[config.mk]
export PLATFORM = sky130hd
export DESIGN_NAME = packet_framer_crc16
export DESIGN_NICKNAME = d
export VERILOG_FILES = /design/src/rtl/pkf_pkg.sv /design/src/rtl/pkf_front.sv /design/src/rtl/pkf_queue.sv /design/src/rtl/pkf_back.sv /design/src/rtl/packet_framer_crc16.sv
export SDC_FILE = /design/constraint.sdc
export NUM_CORES = 1
export LEC_CHECK = 0
export BUFFER_PORTS_ARGS = -buffer_cell sky130_fd_sc_hd__buf_2
export CORE_ASPECT_RATIO = 1.4
export CORE_UTILIZATION = 65
export CTS_CLUSTER_DIAMETER = 60
export CTS_CLUSTER_SIZE = 8
export DETAILED_ROUTE_END_ITERATION = 7
export GPL_ROUTABILITY_DRIVEN = 1
export PLACE_DENSITY = 0.84
export SYNTH_ARGS = -nofsm -noshare
export SYNTH_HDL_FRONTEND = slang
export SYNTH_SLANG_ARGS = --single-unit
[constraint.sdc]
create_clock -name clk -period 8.9 [get_ports clk]
set_clock_uncertainty 0.1 [all_clocks]
set_input_delay 1.78 -clock clk [delete_from_list [all_inputs] [get_ports clk]]
set_output_delay 1.78 -clock clk [all_outputs]
set_load 0.05 [all_outputs]
[src/rtl/pkf_pkg.sv]
// ----------------------------------------------------------------------------
// pkf_pkg: shared types and constants of the packet framer
// Holds the frame step codes, the queue word type and the CRC-16 byte fold.
// ----------------------------------------------------------------------------
package pkf_pkg;

	localparam int PAYLOAD_BYTES_DEF = 48;
	localparam int QUEUE_DEPTH_DEF   = 4;

	localparam logic [7:0]  MARK_A  = 8'hAA;
	localparam logic [7:0]  MARK_B  = 8'h55;
	localparam logic [15:0] POLY16  = 16'h1021;
	localparam logic [15:0] TOPBIT  = 16'h8000;
	localparam int          LEN_ADD = 9;

	// Output step codes; the header runs from STEP_MARK_A0 to STEP_SEQ_LO.
	localparam logic [3:0] STEP_MARK_A0 = 4'd0;
	localparam logic [3:0] STEP_MARK_A1 = 4'd1;
	localparam logic [3:0] STEP_MARK_B0 = 4'd2;
	localparam logic [3:0] STEP_MARK_B1 = 4'd3;
	localparam logic [3:0] STEP_LENGTH  = 4'd4;
	localparam logic [3:0] STEP_SOURCE  = 4'd5;
	localparam logic [3:0] STEP_DEST    = 4'd6;
	localparam logic [3:0] STEP_TYPE    = 4'd7;
	localparam logic [3:0] STEP_SEQ_HI  = 4'd8;
	localparam logic [3:0] STEP_SEQ_LO  = 4'd9;
	localparam logic [3:0] STEP_PAYLOAD = 4'd10;
	localparam logic [3:0] STEP_CRC_HI  = 4'd11;
	localparam logic [3:0] STEP_CRC_LO  = 4'd12;

	// One classified input word as it travels from the front to the back.
	typedef struct packed {
		logic        first;
		logic        last;
		logic [7:0]  source_id;
		logic [7:0]  dest_id;
		logic [7:0]  message_type;
		logic [15:0] sequence_req;
		logic [7:0]  payload_byte;
	} cmd_t;

	function automatic logic [15:0] crc_fold(input logic [15:0] acc, input logic [7:0] b);
		logic [15:0] a;
		a = acc ^ {b, 8'h00};
		for (int k = 0; k < 8; k++) begin
			if ((a & TOPBIT) != 16'h0000) begin
				a = {a[14:0], 1'b0} ^ POLY16;
			end else begin
				a = {a[14:0], 1'b0};
			end
		end
		return a;
	endfunction

endpackage

[src/rtl/pkf_front.sv]
// ----------------------------------------------------------------------------
// pkf_front: input side of the packet framer
// Accepts payload words, tracks the position in the frame and marks the first
// and last word of each frame before handing it to the queue.
// ----------------------------------------------------------------------------
module pkf_front #(
	parameter int PAYLOAD_BYTES = pkf_pkg::PAYLOAD_BYTES_DEF
) (
	input  logic          clk,
	input  logic          arst_n,
	input  logic          in_valid,
	output logic          in_ready,
	input  logic [7:0]    source_id,
	input  logic [7:0]    dest_id,
	input  logic [7:0]    message_type,
	input  logic [15:0]   sequence_req,
	input  logic [7:0]    payload_byte,
	output logic          push,
	output pkf_pkg::cmd_t push_cmd,
	input  logic          queue_full
);
	import pkf_pkg::*;

	localparam logic [7:0] LAST_POS = 8'(PAYLOAD_BYTES - 1);

	logic [7:0] pos_q;
	logic       is_first;
	logic       is_last;

	assign in_ready = !queue_full;
	assign push     = in_valid && in_ready;

	// A position past the end cannot occur, but it would start a new frame.
	assign is_first = (pos_q == 8'd0) || (pos_q > LAST_POS);
	assign is_last  = is_first ? (LAST_POS == 8'd0) : (pos_q == LAST_POS);

	always_comb begin
		push_cmd.first        = is_first;
		push_cmd.last         = is_last;
		push_cmd.source_id    = source_id;
		push_cmd.dest_id      = dest_id;
		push_cmd.message_type = message_type;
		push_cmd.sequence_req = sequence_req;
		push_cmd.payload_byte = payload_byte;
	end

	always_ff @(posedge clk or negedge arst_n) begin
		if (!arst_n) begin
			pos_q <= 8'd0;
		end else if (push) begin
			if (is_last) begin
				pos_q <= 8'd0;
			end else if (is_first) begin
				pos_q <= 8'd1;
			end else begin
				pos_q <= pos_q + 8'd1;
			end
		end
	end

endmodule

[src/rtl/pkf_queue.sv]
// ----------------------------------------------------------------------------
// pkf_queue: short word queue between front and back
// A small register FIFO that lets the input and the frame sequencer stall
// independently of each other.
// ----------------------------------------------------------------------------
module pkf_queue #(
	parameter int DEPTH = pkf_pkg::QUEUE_DEPTH_DEF
) (
	input  logic          clk,
	input  logic          arst_n,
	input  logic          push,
	input  pkf_pkg::cmd_t push_cmd,
	output logic          full,
	input  logic          pop,
	output logic          head_valid,
	output pkf_pkg::cmd_t head_cmd
);
	import pkf_pkg::*;

	localparam int AW = (DEPTH > 1) ? $clog2(DEPTH) : 1;
	localparam int CW = $clog2(DEPTH + 1);
	localparam logic [AW-1:0] LAST_IDX = AW'(DEPTH - 1);
	localparam logic [CW-1:0] FULL_CNT = CW'(DEPTH);

	cmd_t          mem_q [DEPTH];
	logic [AW-1:0] wr_ptr_q;
	logic [AW-1:0] rd_ptr_q;
	logic [CW-1:0] count_q;
	logic          do_pop;

	assign full       = (count_q == FULL_CNT);
	assign head_valid = (count_q != '0);
	assign head_cmd   = mem_q[rd_ptr_q];
	assign do_pop     = pop && head_valid;

	always_ff @(posedge clk) begin
		if (push && !full) begin
			mem_q[wr_ptr_q] <= push_cmd;
		end
	end

	always_ff @(posedge clk or negedge arst_n) begin
		if (!arst_n) begin
			wr_ptr_q <= '0;
			rd_ptr_q <= '0;
			count_q  <= '0;
		end else begin
			if (push && !full) begin
				wr_ptr_q <= (wr_ptr_q == LAST_IDX) ? '0 : wr_ptr_q + AW'(1);
			end
			if (do_pop) begin
				rd_ptr_q <= (rd_ptr_q == LAST_IDX) ? '0 : rd_ptr_q + AW'(1);
			end
			if ((push && !full) && !do_pop) begin
				count_q <= count_q + CW'(1);
			end else if (!(push && !full) && do_pop) begin
				count_q <= count_q - CW'(1);
			end
		end
	end

endmodule

[src/rtl/pkf_back.sv]
// ----------------------------------------------------------------------------
// pkf_back: frame sequencer of the packet framer
// Expands each queued word into its frame bytes, one per cycle unless stalled,
// folds the covered bytes into the CRC and drives the registered output.
// ----------------------------------------------------------------------------
module pkf_back #(
	parameter int PAYLOAD_BYTES = pkf_pkg::PAYLOAD_BYTES_DEF
) (
	input  logic          clk,
	input  logic          arst_n,
	input  logic          head_valid,
	input  pkf_pkg::cmd_t head_cmd,
	output logic          pop,
	output logic          out_valid,
	input  logic          out_ready,
	output logic [7:0]    frame_byte,
	output logic          last_of_run,
	output logic          frame_end
);
	import pkf_pkg::*;

	localparam logic [7:0] LEN_BYTE = 8'(PAYLOAD_BYTES + LEN_ADD);

	logic        started_q;
	logic [3:0]  step_q;
	logic [15:0] crc_q;
	logic        ov_q;
	logic [7:0]  byte_q;
	logic        last_q;
	logic        end_q;

	logic [3:0]  cur_step;
	logic [7:0]  cur_byte;
	logic        fire;
	logic        final_step;
	logic        covered;

	assign cur_step   = started_q ? step_q : (head_cmd.first ? STEP_MARK_A0 : STEP_PAYLOAD);
	assign fire       = head_valid && (!ov_q || out_ready);
	assign final_step = ((cur_step == STEP_PAYLOAD) && !head_cmd.last) ||
	                    (cur_step == STEP_CRC_LO);
	assign pop        = fire && final_step;
	assign covered    = (cur_step >= STEP_DEST) && (cur_step <= STEP_PAYLOAD);

	always_comb begin
		unique case (cur_step)
			STEP_MARK_A0, STEP_MARK_A1: cur_byte = MARK_A;
			STEP_MARK_B0, STEP_MARK_B1: cur_byte = MARK_B;
			STEP_LENGTH:                cur_byte = LEN_BYTE;
			STEP_SOURCE:                cur_byte = head_cmd.source_id;
			STEP_DEST:                  cur_byte = head_cmd.dest_id;
			STEP_TYPE:                  cur_byte = head_cmd.message_type;
			STEP_SEQ_HI:                cur_byte = head_cmd.sequence_req[15:8];
			STEP_SEQ_LO:                cur_byte = head_cmd.sequence_req[7:0];
			STEP_PAYLOAD:               cur_byte = head_cmd.payload_byte;
			STEP_CRC_HI:                cur_byte = crc_q[15:8];
			STEP_CRC_LO:                cur_byte = crc_q[7:0];
			default:                    cur_byte = 8'h00;
		endcase
	end

	always_ff @(posedge clk or negedge arst_n) begin
		if (!arst_n) begin
			started_q <= 1'b0;
			step_q    <= STEP_MARK_A0;
			crc_q     <= 16'h0000;
			ov_q      <= 1'b0;
		end else begin
			if (fire) begin
				started_q <= !final_step;
				step_q    <= cur_step + 4'd1;
				ov_q      <= 1'b1;
				if (covered) begin
					crc_q <= crc_fold(crc_q, cur_byte);
				end else if (cur_step == STEP_CRC_LO) begin
					crc_q <= 16'h0000;
				end
			end else if (out_ready) begin
				ov_q <= 1'b0;
			end
		end
	end

	always_ff @(posedge clk) begin
		if (fire) begin
			byte_q <= cur_byte;
			last_q <= final_step;
			end_q  <= (cur_step == STEP_CRC_LO);
		end
	end

	assign out_valid   = ov_q;
	assign frame_byte  = byte_q;
	assign last_of_run = last_q;
	assign frame_end   = end_q;

endmodule

[src/rtl/packet_framer_crc16.sv]
// ----------------------------------------------------------------------------
// packet_framer_crc16: radio frame builder with CRC-16 check value
// Turns a stream of payload words into framed bytes with header and CRC.
// ----------------------------------------------------------------------------
// Each input word carries one payload byte; the header fields are taken only
// with the first word of a frame. The frame sequencer emits one byte per cycle,
// while out_ready does not stall it, into a registered output, so a middle
// payload word yields one byte, the first word of a frame eleven bytes (ten
// header bytes plus the payload byte) and the last word three bytes (payload
// byte and two CRC bytes). A four-word queue between input and sequencer keeps
// taking words while the header burst drains, so a frame of PAYLOAD_BYTES words
// gives PAYLOAD_BYTES + 12 output bytes. The CRC (polynomial 0x1021, init 0, no
// final xor) covers the destination id onward and leaves out the source id.
module packet_framer_crc16 #(
	parameter int PAYLOAD_BYTES = pkf_pkg::PAYLOAD_BYTES_DEF,
	parameter int QUEUE_DEPTH   = pkf_pkg::QUEUE_DEPTH_DEF
) (
	input  logic        clk,
	input  logic        arst_n,
	input  logic        in_valid,
	output logic        in_ready,
	input  logic [7:0]  source_id,
	input  logic [7:0]  dest_id,
	input  logic [7:0]  message_type,
	input  logic [15:0] sequence_req,
	input  logic [7:0]  payload_byte,
	output logic        out_valid,
	input  logic        out_ready,
	output logic [7:0]  frame_byte,
	output logic        last_of_run,
	output logic        frame_end
);
	import pkf_pkg::*;

	logic push;
	logic queue_full;
	logic pop;
	logic head_valid;
	cmd_t push_cmd;
	cmd_t head_cmd;

	pkf_front #(
		.PAYLOAD_BYTES(PAYLOAD_BYTES)
	) u_front (
		.clk         (clk),
		.arst_n      (arst_n),
		.in_valid    (in_valid),
		.in_ready    (in_ready),
		.source_id   (source_id),
		.dest_id     (dest_id),
		.message_type(message_type),
		.sequence_req(sequence_req),
		.payload_byte(payload_byte),
		.push        (push),
		.push_cmd    (push_cmd),
		.queue_full  (queue_full)
	);

	pkf_queue #(
		.DEPTH(QUEUE_DEPTH)
	) u_queue (
		.clk       (clk),
		.arst_n    (arst_n),
		.push      (push),
		.push_cmd  (push_cmd),
		.full      (queue_full),
		.pop       (pop),
		.head_valid(head_valid),
		.head_cmd  (head_cmd)
	);

	pkf_back #(
		.PAYLOAD_BYTES(PAYLOAD_BYTES)
	) u_back (
		.clk        (clk),
		.arst_n     (arst_n),
		.head_valid (head_valid),
		.head_cmd   (head_cmd),
		.pop        (pop),
		.out_valid  (out_valid),
		.out_ready  (out_ready),
		.frame_byte (frame_byte),
		.last_of_run(last_of_run),
		.frame_end  (frame_end)
	);

endmodule

==> results.yml, run 1 <==
flow_run:
  maxCapViolations: 0
power:
  power.static_leakage_nw: 4.31
  irDropWorstVdd_uv: 290
  powerDensity_mw_per_mm2: 395
  post_layout_total_power_mw: 4.69
clock_tree:
  h-tree-depth: 2
  cts_setup_buffers: 0
  post_cts_hold_buffer_count: 0
  numCtsBuffers: 36
  cts_resized: 0
  cts_tree: "yes"
  cts.root.buffer_cell: "sky130_fd_sc_hd__clkbuf_16"
  clock_path_buffers: 3
  worst_setup_hold_path_clk_slew_ns: 0.05
  cts.sinks: 247
  worstSkewPairLatency_ns: 0.50
synth:
  yosysUniqueCellTypes: 67
  yosysWarningCount: 0
  synthMostInstantiatedCell: "sky130_fd_sc_hd__edfxtp_1"
  avgSynthCellArea_um2: 16.8
  synth_top_cell_area_share: 0.604
  synth.net_count: 685
  synthArstFlopShare: 0.150
  synth.cells.most_frequent: "210 x sky130_fd_sc_hd__edfxtp_1, 47 x sky130_fd_sc_hd__nand2_1, 40 x sky130_fd_sc_hd__mux4_2"
  synth-edff-count: 210
  synthesis.instances: 620
  synth_flop_type: "sky130_fd_sc_hd__edfxtp_1"
  biggest_area_consumer_among_synthesized_cells: "sky130_fd_sc_hd__edfxtp_1"
  mappedNetlistArea_mm2: 0.0104
  synth.yosys.seq_area_share: 0.693
  synth_seq_cells: 247
  ys_top_cells_by_area: "sky130_fd_sc_hd__edfxtp_1 60%, sky130_fd_sc_hd__dfrtp_1 8.9%, sky130_fd_sc_hd__mux4_2 8.6%, sky130_fd_sc_hd__nand2_1 1.7%, sky130_fd_sc_hd__ha_1 1.4%"
layout:
  finalNetCount: 763
  post_route_cells_drive_above_1_share: 0.234
  final_util: 0.759
  area_growth_syn_to_layout_pct: 13.6
critical_path:
  slowest_stage: "sky130_fd_sc_hd__buf_4"
  regToRegSetupSlack_ns: 3.92
  worstPathMaxFanout: 54
  worstSetupPathType: "flip-flop to flip-flop"
  timing.critical_path.cells: "buf_4 -> mux4_2 -> a21oi_1 -> inv_1 -> ha_1 -> and4_1 -> a22oi_1 -> nand3_1 -> or4_4 -> and2_4 -> or4b_1 -> o211ai_2"
  r2r_cells: 12
  worstPathArrival_ns: 5.29
  crit-reg2reg-launch: "u_queue.rd_ptr_q[0]"
  timing.critical_path.to_type: "flip-flop"
  r2r_end: "u_back.crc_q[7]"
  start_kind: "flip-flop"
  worst_ep_required_time_ns: 9.21
  slowest_delay_ns: 0.70
timing:
  timing.final.hold_violations: 0
  layout_min_cycle_time_ns: 4.98
  totalNegativeSetupSlack_ns: 0
  max_slew_vio_count: 0
  max_freq_mhz: 201
  rsz_0062_raised_after_global_routing: "no"
  relSlewSlack: 0.242
  setup_viol_count_final: 0
  finalCritPeriodShare: 0.560
  timing_worst_slew_pin_value_ns: 1.13
floorplanning:
  fp.coreArea_mm2: 0.0156
  top_level_ports: 64
  initial_core_util: 0.669
  die_width_um: 109
  row_count: 54
  die_h_um: 152
  die_area_mm2: 0.0166
grt:
  grt_start_max_net_pins: 57
  grt_usage: 0.279
  grt_antenna_before_repair: 1
  first_global_vias: 6228
  globalRoute.totalOverflow: 0
  grt_pass1_wl_mm: 33.9
hold_path:
  worst_hold_path.endpoint: "u_back.out_valid"
  hold_path.class: "flip-flop to flip-flop"
  hold_path.startpoint: "u_back.out_valid"
  holdPathStages: 2
place:
  routabilityCongestion: 0.943
  port_buffers: 63
  place_hpwl_mm: 13.1
detailed_routing:
  antenna_violating_nets_post_route: 0
  drt_first_pass_iters: 5
  totalWireLength_mm: 22.0
  drt_drc_violations_left: 0
  overall_via_count_from_detail_route: 5995
  detail_route.vias_per_cell: 6.61
  wl_per_cell_um: 24.3
  drt_iter0_drc: 626
run_status:
  status: "finished clean"
[metrics by stage]
stage | cell area [um^2] | hold slack [ns] | setup WS (ns) | instances
after floorplan | 10400 | 0.364 | 4.91 | 620
after global placement | 10900 | 0.368 | 4.12 | 856
after detailed placement | 10900 | 0.378 | 3.91 | 856
after CTS | 11800 | 0.390 | 3.86 | 906
after global routing | 11900 | 0.413 | 3.57 | 907
final | 11900 | 0.387 | 3.92 | 907
[report_power, final]
part / internal [mW] / leakage, nW / total, mW / switching, mW
clock network: 0.731 / 0.469 / 1.18 / 0.453
logic: 0.703 / 1.45 / 1.77 / 1.07
registers: 1.58 / 2.39 / 1.73 / 0.145
[critical path, delay by kind of cell (launching register included)]
kind                     cells  cell delay (ns)
flip-flops                   1             0.34
multiplexers                 1             0.70
AO/OA/AOI/OAI                3             0.68
AND/OR/NAND/NOR              5             1.81
adder cells (fa/ha/maj)      1             0.38
buffers and inverters        2             0.81
[kinds of logic after synthesis]
family          share of synthesized area
fa+ha+maj                          0.0163
buf+inv                            0.0224
compound gates                     0.0741
mux                                 0.111
flops                               0.693
simple gates                       0.0681
xor+xnor                           0.0153
[layout by cell type, fill, tap and decap left out, types with 5 or more instances in the layout]
master                        n
sky130_fd_sc_hd__nand4_1      5
sky130_fd_sc_hd__edfxtp_1   210
sky130_fd_sc_hd__mux2i_1     10
sky130_fd_sc_hd__a22o_1       7
sky130_fd_sc_hd__nand3_1     14
sky130_fd_sc_hd__nand2_1     47
sky130_fd_sc_hd__mux4_1       5
sky130_fd_sc_hd__buf_4        6
sky130_fd_sc_hd__and2_1       8
sky130_fd_sc_hd__a21oi_1     13
sky130_fd_sc_hd__nor2_1      18
sky130_fd_sc_hd__a32o_1       6
sky130_fd_sc_hd__o21ai_0     25
sky130_fd_sc_hd__buf_2       63
sky130_fd_sc_hd__o31ai_1      7
sky130_fd_sc_hd__clkbuf_16   36
sky130_fd_sc_hd__dfrtp_1     35
sky130_fd_sc_hd__ha_1        12
sky130_fd_sc_hd__clkbuf_1    12
sky130_fd_sc_hd__inv_1       17
sky130_fd_sc_hd__mux4_2      40
sky130_fd_sc_hd__a22oi_1     17
sky130_fd_sc_hd__nor3_1       9
[area by class of cell]
class	count	area [um^2]
antenna	1	2.50
multi-input combinational	327	2970
timing repair buffer	69	360
clock buffer	48	946
fill	856	3760
tap	196	245
sequential	247	7230
clock inverter	2	25.0
inverter	17	63.8
[per-layer routing]
metal | vias to the layer above | part of all wire | track usage
li1 | 2624 | - | -
met1 | 2982 | 0.37 | 0.352
met2 | 320 | 0.52 | 0.465
met3 | 69 | 0.070 | 0.0498
met4 | 0 | 0.041 | 0.136
met5 | - | 0 | 0
[how the worst max path moves through the flow]
stage | endpoint | slack [ns] | cells past startpoint | startpoint
5_1_grt | u_back.crc_q[7] | 3.57 | 12 | u_queue.rd_ptr_q[0]
3_5_place_dp | u_back.crc_q[14] | 3.91 | 12 | u_queue.rd_ptr_q[0]
2_1_floorplan | u_queue.count_q[1] | 4.91 | 9 | out_ready
3_3_place_gp | u_back.crc_q[14] | 4.12 | 12 | u_queue.rd_ptr_q[0]
4_1_cts | u_back.crc_q[7] | 3.86 | 12 | u_queue.rd_ptr_q[0]
6_report | u_back.crc_q[7] | 3.92 | 12 | u_queue.rd_ptr_q[0]
[registers in the layout, summed over array words and instances (netlist names)]
| name | count |
|---|---|
| u_queue.rd_ptr_q | 2 |
| u_back.step_q | 4 |
| u_back.frame_end | 1 |
| u_back.frame_byte | 8 |
| u_queue.mem_q | 200 |
| u_queue.count_q | 3 |
| u_back.out_valid | 1 |
| u_back.last_of_run | 1 |
| u_back.started_q | 1 |
| u_queue.wr_ptr_q | 2 |
| u_front.pos_q | 8 |
| u_back.crc_q | 16 |
(Power assumes the default switching activity.)
==> inputs of run 2 (changes only) <==
--- a/config.mk
+++ b/config.mk
@@ -7,12 +7,12 @@
 export LEC_CHECK = 0
 export BUFFER_PORTS_ARGS = -buffer_cell sky130_fd_sc_hd__buf_2
 export CORE_ASPECT_RATIO = 1.4
-export CORE_UTILIZATION = 65
+export CORE_UTILIZATION = 55
 export CTS_CLUSTER_DIAMETER = 60
 export CTS_CLUSTER_SIZE = 8
 export DETAILED_ROUTE_END_ITERATION = 7
 export GPL_ROUTABILITY_DRIVEN = 1
-export PLACE_DENSITY = 0.84
+export PLACE_DENSITY = 0.76
 export SYNTH_ARGS = -nofsm -noshare
 export SYNTH_HDL_FRONTEND = slang
 export SYNTH_SLANG_ARGS = --single-unit
==> constraint.sdc (replaced) <==
create_clock -name clk -period 4.35 [get_ports clk]
set_clock_uncertainty 0.1 [all_clocks]
set_input_delay 0.87 -clock clk [delete_from_list [all_inputs] [get_ports clk]]
set_output_delay 0.87 -clock clk [all_outputs]
set_load 0.05 [all_outputs]
==> results.yml, run 2 (synthesis gave the netlist of run 1 again) <==
flow_run:
  maxCapViolations: 0
floorplanning:
  row_count: 59
  die_area_mm2: 0.0195
  die_width_um: 118
  fp.coreArea_mm2: 0.0186
  top_level_ports: 64
  die_h_um: 165
  initial_core_util: 0.561
detailed_routing:
  drt_iter0_drc: 624
  totalWireLength_mm: 21.9
  drt_drc_violations_left: 0
  antenna_violating_nets_post_route: 0
  wl_per_cell_um: 22.6
  detail_route.vias_per_cell: 6.20
  drt_first_pass_iters: 6
  overall_via_count_from_detail_route: 6005
power:
  post_layout_total_power_mw: 9.68
  irDropWorstVdd_uv: 423
  powerDensity_mw_per_mm2: 807
  power.static_leakage_nw: 4.36
clock_tree:
  cts_setup_buffers: 0
  cts.sinks: 247
  cts_tree: "yes"
  numCtsBuffers: 36
  clock_path_buffers: 3
  h-tree-depth: 2
  cts.root.buffer_cell: "sky130_fd_sc_hd__clkbuf_16"
  worst_setup_hold_path_clk_slew_ns: 0.06
  cts_resized: 0
  worstSkewPairLatency_ns: 0.49
  post_cts_hold_buffer_count: 0
grt:
  grt_pass1_wl_mm: 33.6
  first_global_vias: 6097
  globalRoute.totalOverflow: 0
  grt_antenna_before_repair: 0
  grt_usage: 0.229
  grt_start_max_net_pins: 57
place:
  port_buffers: 63
  placedInstanceArea_mm2: 0.0110
  place_hpwl_mm: 13.6
  routabilityCongestion: 0.955
  place_inst: 910
layout:
  largest_reg_flops: 200
  layoutNonFillerInstCount: 969
  post_route_cells_drive_above_1_share: 0.239
  multi_input_comb_area_mm2: 0.00297
  largest_regs: "u_queue.mem_q: 200 flops, u_back.crc_q: 16 flops"
  registers.top_by_ff_count: "u_queue.mem_q"
  number_of_inserted_filler_cells_in_the_final_layout: 1291
  area_growth_syn_to_layout_pct: 15.0
  antenna_cells: 0
  layout.cells.most_common: "sky130_fd_sc_hd__edfxtp_1"
  stdcell_area_mm2: 0.0120
  ff_latch_area_mm2: 0.00723
  finalNetCount: 769
  mostFrequentLayoutCells: "210 x sky130_fd_sc_hd__edfxtp_1, 63 x sky130_fd_sc_hd__buf_2, 47 x sky130_fd_sc_hd__nand2_1"
critical_path:
  worstPathMaxFanout: 11
  r2r_end: "u_back.crc_q[14]"
  slowest_stage: "sky130_fd_sc_hd__mux4_2"
  worstPathArrival_ns: 4.19
  start_kind: "flip-flop"
  timing.critical_path.to_type: "flip-flop"
  crit-reg2reg-launch: "u_queue.rd_ptr_q[0]"
  regToRegSetupSlack_ns: 0.43
  slowest_delay_ns: 0.60
  r2r_cells: 11
  worst_ep_required_time_ns: 4.63
  worstSetupPathType: "flip-flop to flip-flop"
  timing.critical_path.cells: "mux4_2 -> a21oi_1 -> inv_1 -> ha_1 -> and4_1 -> a22oi_1 -> nand3_1 -> or4_1 -> and2_1 -> xnor3_1 -> a22o_1"
timing:
  layout_min_cycle_time_ns: 3.92
  timing.final.hold_violations: 0
  rsz_0062_raised_after_global_routing: "no"
  max_slew_vio_count: 0
  setup_viol_count_final: 0
  relSlewSlack: 0.183
  totalNegativeSetupSlack_ns: 0
  timing_worst_slew_pin_value_ns: 1.22
  finalCritPeriodShare: 0.900
  max_freq_mhz: 255
hold_path:
  hold_path.class: "primary input to async pin"
run_status:
  status: "finished clean"
[run 2: power by group]
part / switching, mW / internal [mW] / leakage [nW]
Combinational: 2.21 / 1.47 / 1.48
Clock: 0.933 / 1.56 / 0.489
Sequential: 0.277 / 3.24 / 2.39
Total: 3.42 / 6.27 / 4.36
[run 2: layout make-up]
type / instances / area share
flip-flops and latches: 247 / 0.603
multi-input cells: 327 / 0.248
clock buffers: 57 / 0.0834
repair buffers: 75 / 0.0338
well taps: 244 / 0.0254
inverters: 17 / 0.00532
clock inverters: 2 / 0.00146
[run 2: per-stage QoR]
step	utilization	setup slack [ns]	hold slack [ns]
final	0.645	0.434	0.397
after global routing	0.645	0.285	0.424
after CTS	0.645	0.477	0.404
after detailed placement	0.590	0.513	0.398
after global placement	0.590	0.694	0.376
after floorplan	-	0.568	0.364
[run 2: worst max-delay path, delay by kind of cell (launching register included)]
kind,cells,cell delay [ns]
XOR/XNOR,1,0.32
AND/OR/NAND/NOR,4,1.31
flip-flops,1,0.37
multiplexers,1,0.60
AO/OA/AOI/OAI,3,0.76
buffers and inverters,1,0.12
adder cells (fa/ha/maj),1,0.22
[run 2: how the worst max path moves through the flow]
stage                               startpoint          endpoint  slack [ns]  depth (start not counted)
after floorplan            u_queue.rd_ptr_q[0]   u_back.crc_q[7]        0.57                         15
after global placement     u_queue.rd_ptr_q[0]  u_back.crc_q[14]        0.69                         11
after detailed placement   u_queue.rd_ptr_q[0]  u_back.crc_q[14]        0.51                         11
after CTS                  u_queue.rd_ptr_q[0]  u_back.crc_q[14]        0.48                         11
after global routing      u_queue.mem_q[3][49]  u_back.crc_q[13]        0.29                         11
final                      u_queue.rd_ptr_q[0]  u_back.crc_q[14]        0.43                         11
[run 2: metal layers]
metal,up-vias,wire (um),GRT usage
met5,-,0,0
met1,3014,8210,0.275
met4,0,675,0.102
met2,293,11700,0.411
li1,2645,-,-
met3,53,1340,0.0352
==> inputs of run 3 (changes only) <==
--- a/config.mk
+++ b/config.mk
@@ -15,4 +15,5 @@
 export PLACE_DENSITY = 0.76
 export SYNTH_ARGS = -nofsm -noshare
 export SYNTH_HDL_FRONTEND = slang
+export SYNTH_HIERARCHICAL = 1
 export SYNTH_SLANG_ARGS = --single-unit
==> results.yml, run 3 <==
run_status:
  status: "finished clean"
detailed_routing:
  drt_iter0_drc: 438
  overall_via_count_from_detail_route: 5664
  wl_per_cell_um: 22.5
  antenna_violating_nets_post_route: 0
  highest-signal-layer: "met4"
  met3_routed_wl_um: 966
  detail_route.vias_per_cell: 5.92
  met2WireLength_mm: 11.1
  totalWireLength_mm: 21.5
  wl_met1_mm: 8.68
  drt_first_pass_iters: 7
  drt_drc_violations_left: 0
timing:
  rsz_0062_raised_after_global_routing: "no"
  max_slew_vio_count: 0
  timing.final.hold_violations: 0
  layout_min_cycle_time_ns: 3.68
  holdWs_ns: 0.405
  setup_viol_count_final: 0
  timing_worst_slew_pin_value_ns: 1.06
  max_freq_mhz: 272
  relSlewSlack: 0.289
  totalNegativeSetupSlack_ns: 0
  finalCritPeriodShare: 0.845
critical_path:
  r2r_end: "u_queue/count_q[1]"
  r2r_cells: 10
  worst_ep_required_time_ns: 4.63
  startpoint: "u_queue/rd_ptr_q[0]"
  timing.critical_path.cells: "mux4_2 -> nor2_1 -> nor2_1 -> o22ai_1 -> and2_1 -> nand2_4 -> ha_1 -> inv_1 -> fa_1 -> mux2_2"
  crit-reg2reg-launch: "u_queue/rd_ptr_q[0]"
  worstPathMaxFanout: 28
  slowest_delay_ns: 0.75
  worstPathArrival_ns: 3.96
  slowest_stage: "sky130_fd_sc_hd__dfrtp_4"
  timing.critical_path.to_type: "flip-flop"
  worstSetupPathType: "flip-flop to flip-flop"
  regToRegSetupSlack_ns: 0.67
  path_common_cell: "sky130_fd_sc_hd__nor2_1"
  start_kind: "flip-flop"
synth:
  biggest_area_consumer_among_synthesized_cells: "sky130_fd_sc_hd__edfxtp_1"
  synth.net_count: 716
  synth-edff-count: 210
  synthMostInstantiatedCell: "sky130_fd_sc_hd__edfxtp_1"
  synth_flop_type: "sky130_fd_sc_hd__edfxtp_1"
  mappedNetlistArea_mm2: 0.0110
  synth_top_cell_area_share: 0.573
  avgSynthCellArea_um2: 16.8
  ys_top_cells_by_area: "sky130_fd_sc_hd__edfxtp_1 57%, sky130_fd_sc_hd__mux4_2 9.8%, sky130_fd_sc_hd__dfrtp_1 8.4%, sky130_fd_sc_hd__buf_4 3.6%, sky130_fd_sc_hd__nand2_1 1.4%"
  synthesis.instances: 655
  synth.yosys.seq_area_share: 0.657
  synth.cells.most_frequent: "210 x sky130_fd_sc_hd__edfxtp_1, 53 x sky130_fd_sc_hd__buf_4, 48 x sky130_fd_sc_hd__mux4_2"
  synthArstFlopShare: 0.150
  yosysWarningCount: 6
  synth_seq_cells: 247
  yosysUniqueCellTypes: 83
clock_tree:
  numCtsBuffers: 36
  cts_setup_buffers: 0
  cts.root.buffer_cell: "sky130_fd_sc_hd__clkbuf_16"
  worst_setup_hold_path_clk_slew_ns: 0.05
  cts_resized: 0
  cts_tree: "yes"
  worstSkewPairLatency_ns: 0.50
  h-tree-depth: 2
  post_cts_hold_buffer_count: 0
  clock_path_buffers: 3
  cts.sinks: 247
power:
  powerDensity_mw_per_mm2: 800
  post_layout_total_power_mw: 9.72
  power.static_leakage_nw: 4.35
  irDropWorstVdd_uv: 397
layout:
  finalNetCount: 750
  layout.cells.most_common: "sky130_fd_sc_hd__edfxtp_1"
  area_growth_syn_to_layout_pct: 10.5
  number_of_inserted_filler_cells_in_the_final_layout: 1335
  largest_regs: "u_queue/mem_q: 200 flops, u_back/crc_q: 16 flops"
  largest_reg_flops: 200
  post_route_cells_drive_above_1_share: 0.284
  mostFrequentLayoutCells: "210 x sky130_fd_sc_hd__edfxtp_1, 63 x sky130_fd_sc_hd__buf_2, 48 x sky130_fd_sc_hd__mux4_2"
  final_util: 0.625
  registers.top_by_ff_count: "u_queue/mem_q"
floorplanning:
  die_h_um: 169
  top_level_ports: 64
  initial_core_util: 0.566
  die_width_um: 122
  fp.coreArea_mm2: 0.0194
  die_area_mm2: 0.0206
  row_count: 60
place:
  routabilityCongestion: 0.911
  place_hpwl_mm: 14.4
  port_buffers: 63
grt:
  globalRoute.totalOverflow: 0
  grt_start_max_net_pins: 38
  first_global_vias: 5955
  grt_usage: 0.219
  grt_antenna_before_repair: 1
  grt_pass1_wl_mm: 33.3
hold_path:
  holdPathStages: 1
  worst_hold_path.endpoint: "u_queue/count_q[2]"
  hold_path.class: "flip-flop to flip-flop"
  hold_path.startpoint: "u_queue/count_q[2]"
flow_run:
  maxCapViolations: 0
-- run 3: layout make-up --
class | instances | area, um^2 | share of cell area
multi-input cells | 318 | 3120 | 0.257
clock inverters | 1 | 16.3 | 0.00134
clock buffers | 56 | 1020 | 0.0838
flip-flops and latches | 247 | 7240 | 0.595
diodes | 1 | 2.50 | 0.000206
repair buffers | 75 | 405 | 0.0334
well taps | 248 | 310 | 0.0255
inverters | 11 | 41.3 | 0.00340
-- run 3: worst max path at each step --
stage,slack (ns),cells after the start,to
2_1_floorplan,0.38,5,u_queue/mem_q[3][0]
4_1_cts,0.62,9,u_back/crc_q[13]
3_3_place_gp,0.70,10,u_queue/count_q[1]
6_report,0.67,10,u_queue/count_q[1]
5_1_grt,0.40,10,u_queue/count_q[1]
3_5_place_dp,0.65,10,u_queue/count_q[1]
-- run 3: cells by family (layout without fill, tap and decap cells) --
logic type | Yosys count | after routing | share of synthesized area
flip-flops | 247 | 247 | 0.657
other | 0 | 1 | 0
AND/OR/NAND/NOR | 146 | 146 | 0.0786
buffers and inverters | 90 | 143 | 0.0598
XOR/XNOR | 23 | 23 | 0.0232
AO/OA/AOI/OAI | 75 | 75 | 0.0502
multiplexers | 65 | 65 | 0.120
adder cells (fa/ha/maj) | 9 | 9 | 0.0109
-- run 3: routing by layer --
metal  vias up  track usage
li1       2570            -
met1      2874        0.276
met2       176        0.368
met3        44       0.0403
met4         0       0.0993
met5         -            0
-- run 3: critical path, delay by kind of cell, from the launching register on --
family	cells	cell delay, ns
compound gates	1	0.32
fa+ha+maj	2	0.63
buf+inv	1	0.07
flops	1	0.75
mux	2	0.92
simple gates	4	0.75
-- run 3: per-stage QoR --
stage / setup WS [ns] / cell area [um^2] / cells
3_3_place_gp: 0.704 / 11100 / 899
2_1_floorplan: 0.377 / 11000 / 655
6_report: 0.673 / 12200 / 957
4_1_cts: 0.618 / 12200 / 956
3_5_place_dp: 0.645 / 11100 / 899
5_1_grt: 0.404 / 12200 / 957
-- run 3: report_power, final --
group | switching, mW | internal (mW) | total [mW] | leakage [nW]
clock network | 0.915 | 1.59 | 2.50 | 0.496
logic | 1.90 | 1.55 | 3.45 | 1.47
registers | 0.500 | 3.26 | 3.76 | 2.38
